## src/hdl/sme_queue.sv

```systemverilog
// Two-entry instruction queue between front end and execution back end.
`timescale 1ns / 1ps
module sme_queue #(
    parameter int VALUE_WIDTH = 32
) (
    input  logic                   clk,
    input  logic                   rst_n,
    input  logic                   push,
    input  logic [2:0]             push_kind,
    input  logic [VALUE_WIDTH-1:0] push_value,
    output logic                   full,
    input  logic                   pop,
    output logic                   empty,
    output logic [2:0]             head_kind,
    output logic [VALUE_WIDTH-1:0] head_value
);
    logic [2:0]             kind_reg  [2];
    logic [VALUE_WIDTH-1:0] value_reg [2];
    logic                   wp_reg, rp_reg;
    logic [1:0]             cnt_reg;

    assign full       = (cnt_reg == 2'd2);
    assign empty      = (cnt_reg == 2'd0);
    assign head_kind  = kind_reg[rp_reg];
    assign head_value = value_reg[rp_reg];

    always_ff @(posedge clk) begin
        if (push && !full) begin
            kind_reg[wp_reg]  <= push_kind;
            value_reg[wp_reg] <= push_value;
        end
    end

    always_ff @(posedge clk or negedge rst_n) begin
        if (!rst_n) begin
            wp_reg  <= 1'b0;
            rp_reg  <= 1'b0;
            cnt_reg <= 2'd0;
        end
        else begin
            if (push && !full) wp_reg <= ~wp_reg;
            if (pop && !empty) rp_reg <= ~rp_reg;
            cnt_reg <= cnt_reg + 2'((push && !full) ? 1 : 0) - 2'((pop && !empty) ? 1 : 0);
        end
    end

    always_ff @(posedge clk) begin
        if (rst_n) begin
            assert (!(cnt_reg == 2'd2 && !(pop && !empty) && push) || full)
                else $error("queue push while full");
        end
    end
endmodule

```

## config.mk

```make
export PLATFORM = sky130hd
export DESIGN_NAME = sme_queue
export DESIGN_NICKNAME = d
export VERILOG_FILES = /design/src/hdl/sme_queue.sv
export SDC_FILE = /design/constraint.sdc
export NUM_CORES = 1
export LEC_CHECK = 0
export BUFFER_PORTS_ARGS = -buffer_cell sky130_fd_sc_hd__buf_4
export CAP_MARGIN = 20
export CORE_ASPECT_RATIO = 0.75
export CORE_MARGIN = 4
export CORE_UTILIZATION = 47
export DETAILED_ROUTE_END_ITERATION = 6
export GPL_TIMING_DRIVEN = 0
export PLACE_DENSITY_LB_ADDON = 0.25
export SYNTH_ARGS = -nofsm -noshare
export SYNTH_HDL_FRONTEND = slang
export SYNTH_SLANG_ARGS = --single-unit
```

## constraint.sdc

```tcl
create_clock -name clk -period 2.5 [get_ports clk]
set_input_delay 0.25 -clock clk [delete_from_list [all_inputs] [get_ports clk]]
set_output_delay 0.25 -clock clk [all_outputs]
set_load 0.01 [all_outputs]
```

---- Yosys cells after proc, flatten, opt, wreduce, memory -nomap -nowiden ----
Memories as Yosys holds them, arrays and structs flattened.
Index checks and enable logic that the tools add are counted.
storage, ports and cells
  flip-flop bits (word level) ............. 4
  memory bits (writable) .................. 70
  input bits .............................. 39
  output and inout bits ................... 37
  logic and storage cells ................. 19
  memories kept ........................... 2
cells by class
  $add $sub $neg .......................... 2
  equal/unequal tests ..................... 1
  muxes and demuxes ....................... 4
  bitwise logic cells ..................... 2
  reductions and logical operators ........ 5
memory list
  memory     depth  width  rd ports  clocked after memory_dff  write ports  RTL line  source
  value_reg  2      32     1         0                         1            18        logic [VALUE_WIDTH-1:0] value_reg [2];
  kind_reg   2      3      1         0                         1            17        logic [2:0] kind_reg [2];
operators with widths
  operator                                     number
  two-way mux 1 bit                            4
  adder 2 x 1 -> 2 bit                         1
  equality test 2 bit (second input constant)  1
  logical AND 1 bit                            2
  logical NOT 1 bit                            2
  logical NOT 2 bit                            1
  inverter 1 bit                               2
  subtractor 2 x 1 -> 2 bit                    1

---- Longest topological paths before layout ----
  word-level depth ........................ 6
  mapped depth ............................ 7
  depth with buffers taken out ............ 7

---- Worst setup path before layout ----
Ideal clock, no wire load.
  path type ............................... flip-flop to flip-flop
  from .................................... register cnt_reg[1]
  to ...................................... memory kind_reg[0][0], enable pin
  library setup time ...................... 0.427 ns
  arrival time ............................ 2.073 ns
  required time ........................... 2.073 ns
  setup slack ............................. -0.001 ns
  stages on the path, launching flop included .. 4
  path buffers ............................ 0
  period minus slack after synthesis ...... 2.501 ns
  path through ............................ dfrtp_1 nand2b_1 nand2_1 nor2_1
between the ends
  longest elaborated chain between the ends .. 5
ends and longest elaborated chain
  what                                     RTL line  source
  start: declaration                       20        logic [1:0] cnt_reg;
  start signal: assignment                 43        cnt_reg <= cnt_reg + 2'((push && !full) ? 1 : 0) - 2'((pop && !empty) ? 1 : 0);
  equality test 2 bit                      22        assign full = (cnt_reg == 2'd2);
  logical NOT 1 bit                        28        if (push && !full) begin
  logical AND 1 bit                        28
  two-way mux 1 bit                        28
  two-way mux 1 bit (implied by the code)  29        kind_reg[wp_reg] <= push_kind;
  end: declaration                         17
Every way passes these cells.

---- Final worst setup path ----
  from .................................... register rp_reg
  to ...................................... output port head_value[16]
between the ends
  longest elaborated chain between the ends .. 1
ends and longest elaborated chain
  what                      RTL line  source
  start: declaration        19        logic wp_reg, rp_reg;
  start signal: assignment  42        if (pop && !empty) rp_reg <= ~rp_reg;
  memory read (2 x 32 bit)  -
  end: declaration          15        output logic [VALUE_WIDTH-1:0] head_value
Every way passes these cells.

==> results by group <==
Logic synthesis
  – Synth Register Bits: 74
  – Seq/Total Area, Yosys: 0.7656
  – Mean Syn Cell Area: 22.65 um2
  – Synth Instances: 127
  – Post-Syn Area: 2877 um2
  – Warnings from Yosys: 0
  – Synth unique cells: 15
  – Net count after synthesis: 168

Power and ir drop
  – Tot Pwr: 4340 uW
  – Int Pwr: 3113 uW
  – Max VDD drop: 0.5690 mV
  – Switching power: 1227 uW
  – Switching Share: 0.2827
  – Sequential Power Share: 0.412
  – Leak pwr: 0.001516 uW
  – Pwr per Cell Area: 1149 nW/um2
  – Logic pwr share: 0.384
  – Clock share of power: 0.204

Drt
  – Via/cell ratio: 4.644
  – Post-DRT Antenna Nets: 0
  – Total wire length: 4669 um
  – DRT Pass-1 Iters: 4
  – Via count of the routed design: 1384
  – DRT iter0 DRCs: 24
  – Drt drc: 0
  – Wire per inst: 15.67 um

Worst setup path
  – Reg2reg start: cnt_reg[1]
  – CP max-delay cell: dfrtp_1
  – Worst reg2reg setup slack: 800 ps
  – RR Endpoint: value_reg[1][28]
  – Critical path type: register to output port
  – Critical path's largest stage delay: 370 ps
  – Crit Path Max Fanout: 10
  – Critical-path cell list: buf_6 -> buf_12 -> mux2_4 -> buf_4
  – Critical Path End Type: output port
  – WP data required: 2250 ps
  – Startpoint types: register
  – Register-to-Register Path Depth: 2
  – Critical Path AT: 1480 ps

Hold path
  – Hold Path End: value_reg[1][11]
  – Hold wc startpoint: push_value[11]
  – Hold path cells: 1
  – Hold Path Class: input port to register

CTS
  – Clk slew on worst S/H paths: 70 ps
  – Root Buffer Master: clkbuf_8
  – Total clock sinks: 74
  – Skew-Pair Late Insertion Delay: 340 ps
  – CTS max path bufs: 2
  – CTS Buf Count: 9
  – CTS tree: done
  – H-tree depth: 3

STA
  – Minimum clock period after layout: 1725 ps
  – Setup TNS: 0 ps
  – Final period util: 0.6902
  – RSZ-0062 raised after global routing: no
  – Setup violations, final: 0
  – Final Hold Fails: 0
  – Worst-margin pin slew: 817.3 ps
  – Max transition margin: 0.4552
  – Clock Skew: 5.204 ps
  – Final count of pins violating max slew: 0
  – Fmax: 0.5795 GHz

GRT
  – Overall global routing resource usage: 0.1289
  – Vias in the first global route: 1514
  – Global-route wire length before repair: 7065 um
  – Antenna violations before repair: 0
  – Pin count of the biggest net entering global routing: 36
  – Remaining global-route overflow: 0

Layout
  – Most frequent cells in the layout: buf_4 (75), edfxtp_1 (70), mux2_4 (29)
  – # diodes: 0
  – P&R area growth vs syn: 31.32%
  – Final net count: 256
  – Largest register FFs: 64
  – Non-Filler Cell Area, Final: 3777 um2
  – Most common cell after layout, fill and taps aside: buf_4
  – Fraction of final layout cells sized beyond drive strength 1: 0.6045
  – Post-layout util: 0.6418

Placed design
  – # port buffers: 75
  – Cell Area, Placed: 3573 um2
  – GPL Wtd Cong: 0.6752
  – DP HPWL: 3284 um

Floorplan
  – Die Span Y: 75.75 um
  – Initial Util: 0.4887
  – Die ar.: 7449 um2
  – Die Wd: 98.34 um
  – Rows: 24
  – Ports: 76
  – Core footprint: 5886 um2

Job
  – Max-Cap Viols: 0

Status
  – Outcome: finished, final reports clean
worst max-delay path by stage:
stage	from	endpoint	slack, ps
6_report	rp_reg	head_value[16]	770
3_3_place_gp	cnt_reg[1]	value_reg[0][17]	160
2_1_floorplan	cnt_reg[1]	kind_reg[0][0]	580
4_1_cts	rp_reg	head_value[16]	750
3_5_place_dp	cnt_reg[1]	value_reg[1][15]	780
5_1_grt	cnt_reg[1]	value_reg[1][3]	680
layout make-up:
type,instances,area (um2)
Buffer,4,71.32
Timing Repair Buffer,77,600.6
Multi-Input combinational cell,47,604.3
Tap cell,78,97.59
Fill cell,434,2108
Clock buffer,10,127.6
Clock inverter,6,66.31
Inverter,2,7.507
Sequential cell,74,2202
cell families (layout without fill, tap and decap cells):
group	Yosys count	in the layout	share of synthesized area
XOR/XNOR	4	4	0.01218
adder cells (fa/ha/maj)	2	2	0.008698
buffers and inverters	6	99	0.02740
flip-flops	74	74	0.7656
multiplexers	35	35	0.1749
AND/OR/NAND/NOR	6	6	0.01131
power by group through the flow:
stage / Clock, uW / Sequential, uW / Combinational [uW]
after floorplan: 0 / 1790 / 1050
after CTS: 908 / 1790 / 1710
after global placement: 0 / 1810 / 1620
after global routing: 974 / 1810 / 1780
final: 885 / 1790 / 1670
after detailed placement: 0 / 1820 / 1700
cells in the mapped netlist (all sizes together):
master,number,share of area
inv,2,0.0026
ha,2,0.0087
nand2,1,0.0013
nor2,2,0.0026
edfxtp,70,0.73
nor2b,1,0.0030
dfrtp,4,0.035
buf,4,0.025
and3,1,0.0022
xor2,1,0.0030
xnor2,3,0.0091
nand2b,1,0.0022
mux2,35,0.17
layer usage:
layer / up-vias / GRT usage / routed length (um)
met3: 5 / 0.06770 / 385
met4: 0 / 0.05000 / 42
met1: 665 / 0.1337 / 1834
li1: 662 / - / -
met5: - / 0 / 0
met2: 52 / 0.2270 / 2406
critical path, delay by kind of cell (launching register included):
kind	cells	cell delay [ps]
buffers and inverters	3	450
muxes	1	310
DFF	1	370
repair_timing:
item | 4_1_cts | 5_1_grt
hold buffers | 1 | 0
endpoints found under the hold margin | 4 | 0
gates resized for setup | 0 | 0
setup endpoints to repair | 0 | 0
buffers inserted | 0 | 0
through the flow:
stage / worst slack [ps] / cells / hold slack [ps]
global placement: 164.0 / 280 / 44.70
global route: 678.5 / 298 / 58.60
CTS: 754.5 / 298 / 74.26
floorplan: 575.7 / 127 / -45.59
detailed placement: 780.8 / 281 / 46.58
finish: 774.5 / 298 / 92.00
Power figures use the tool's default switching activity.
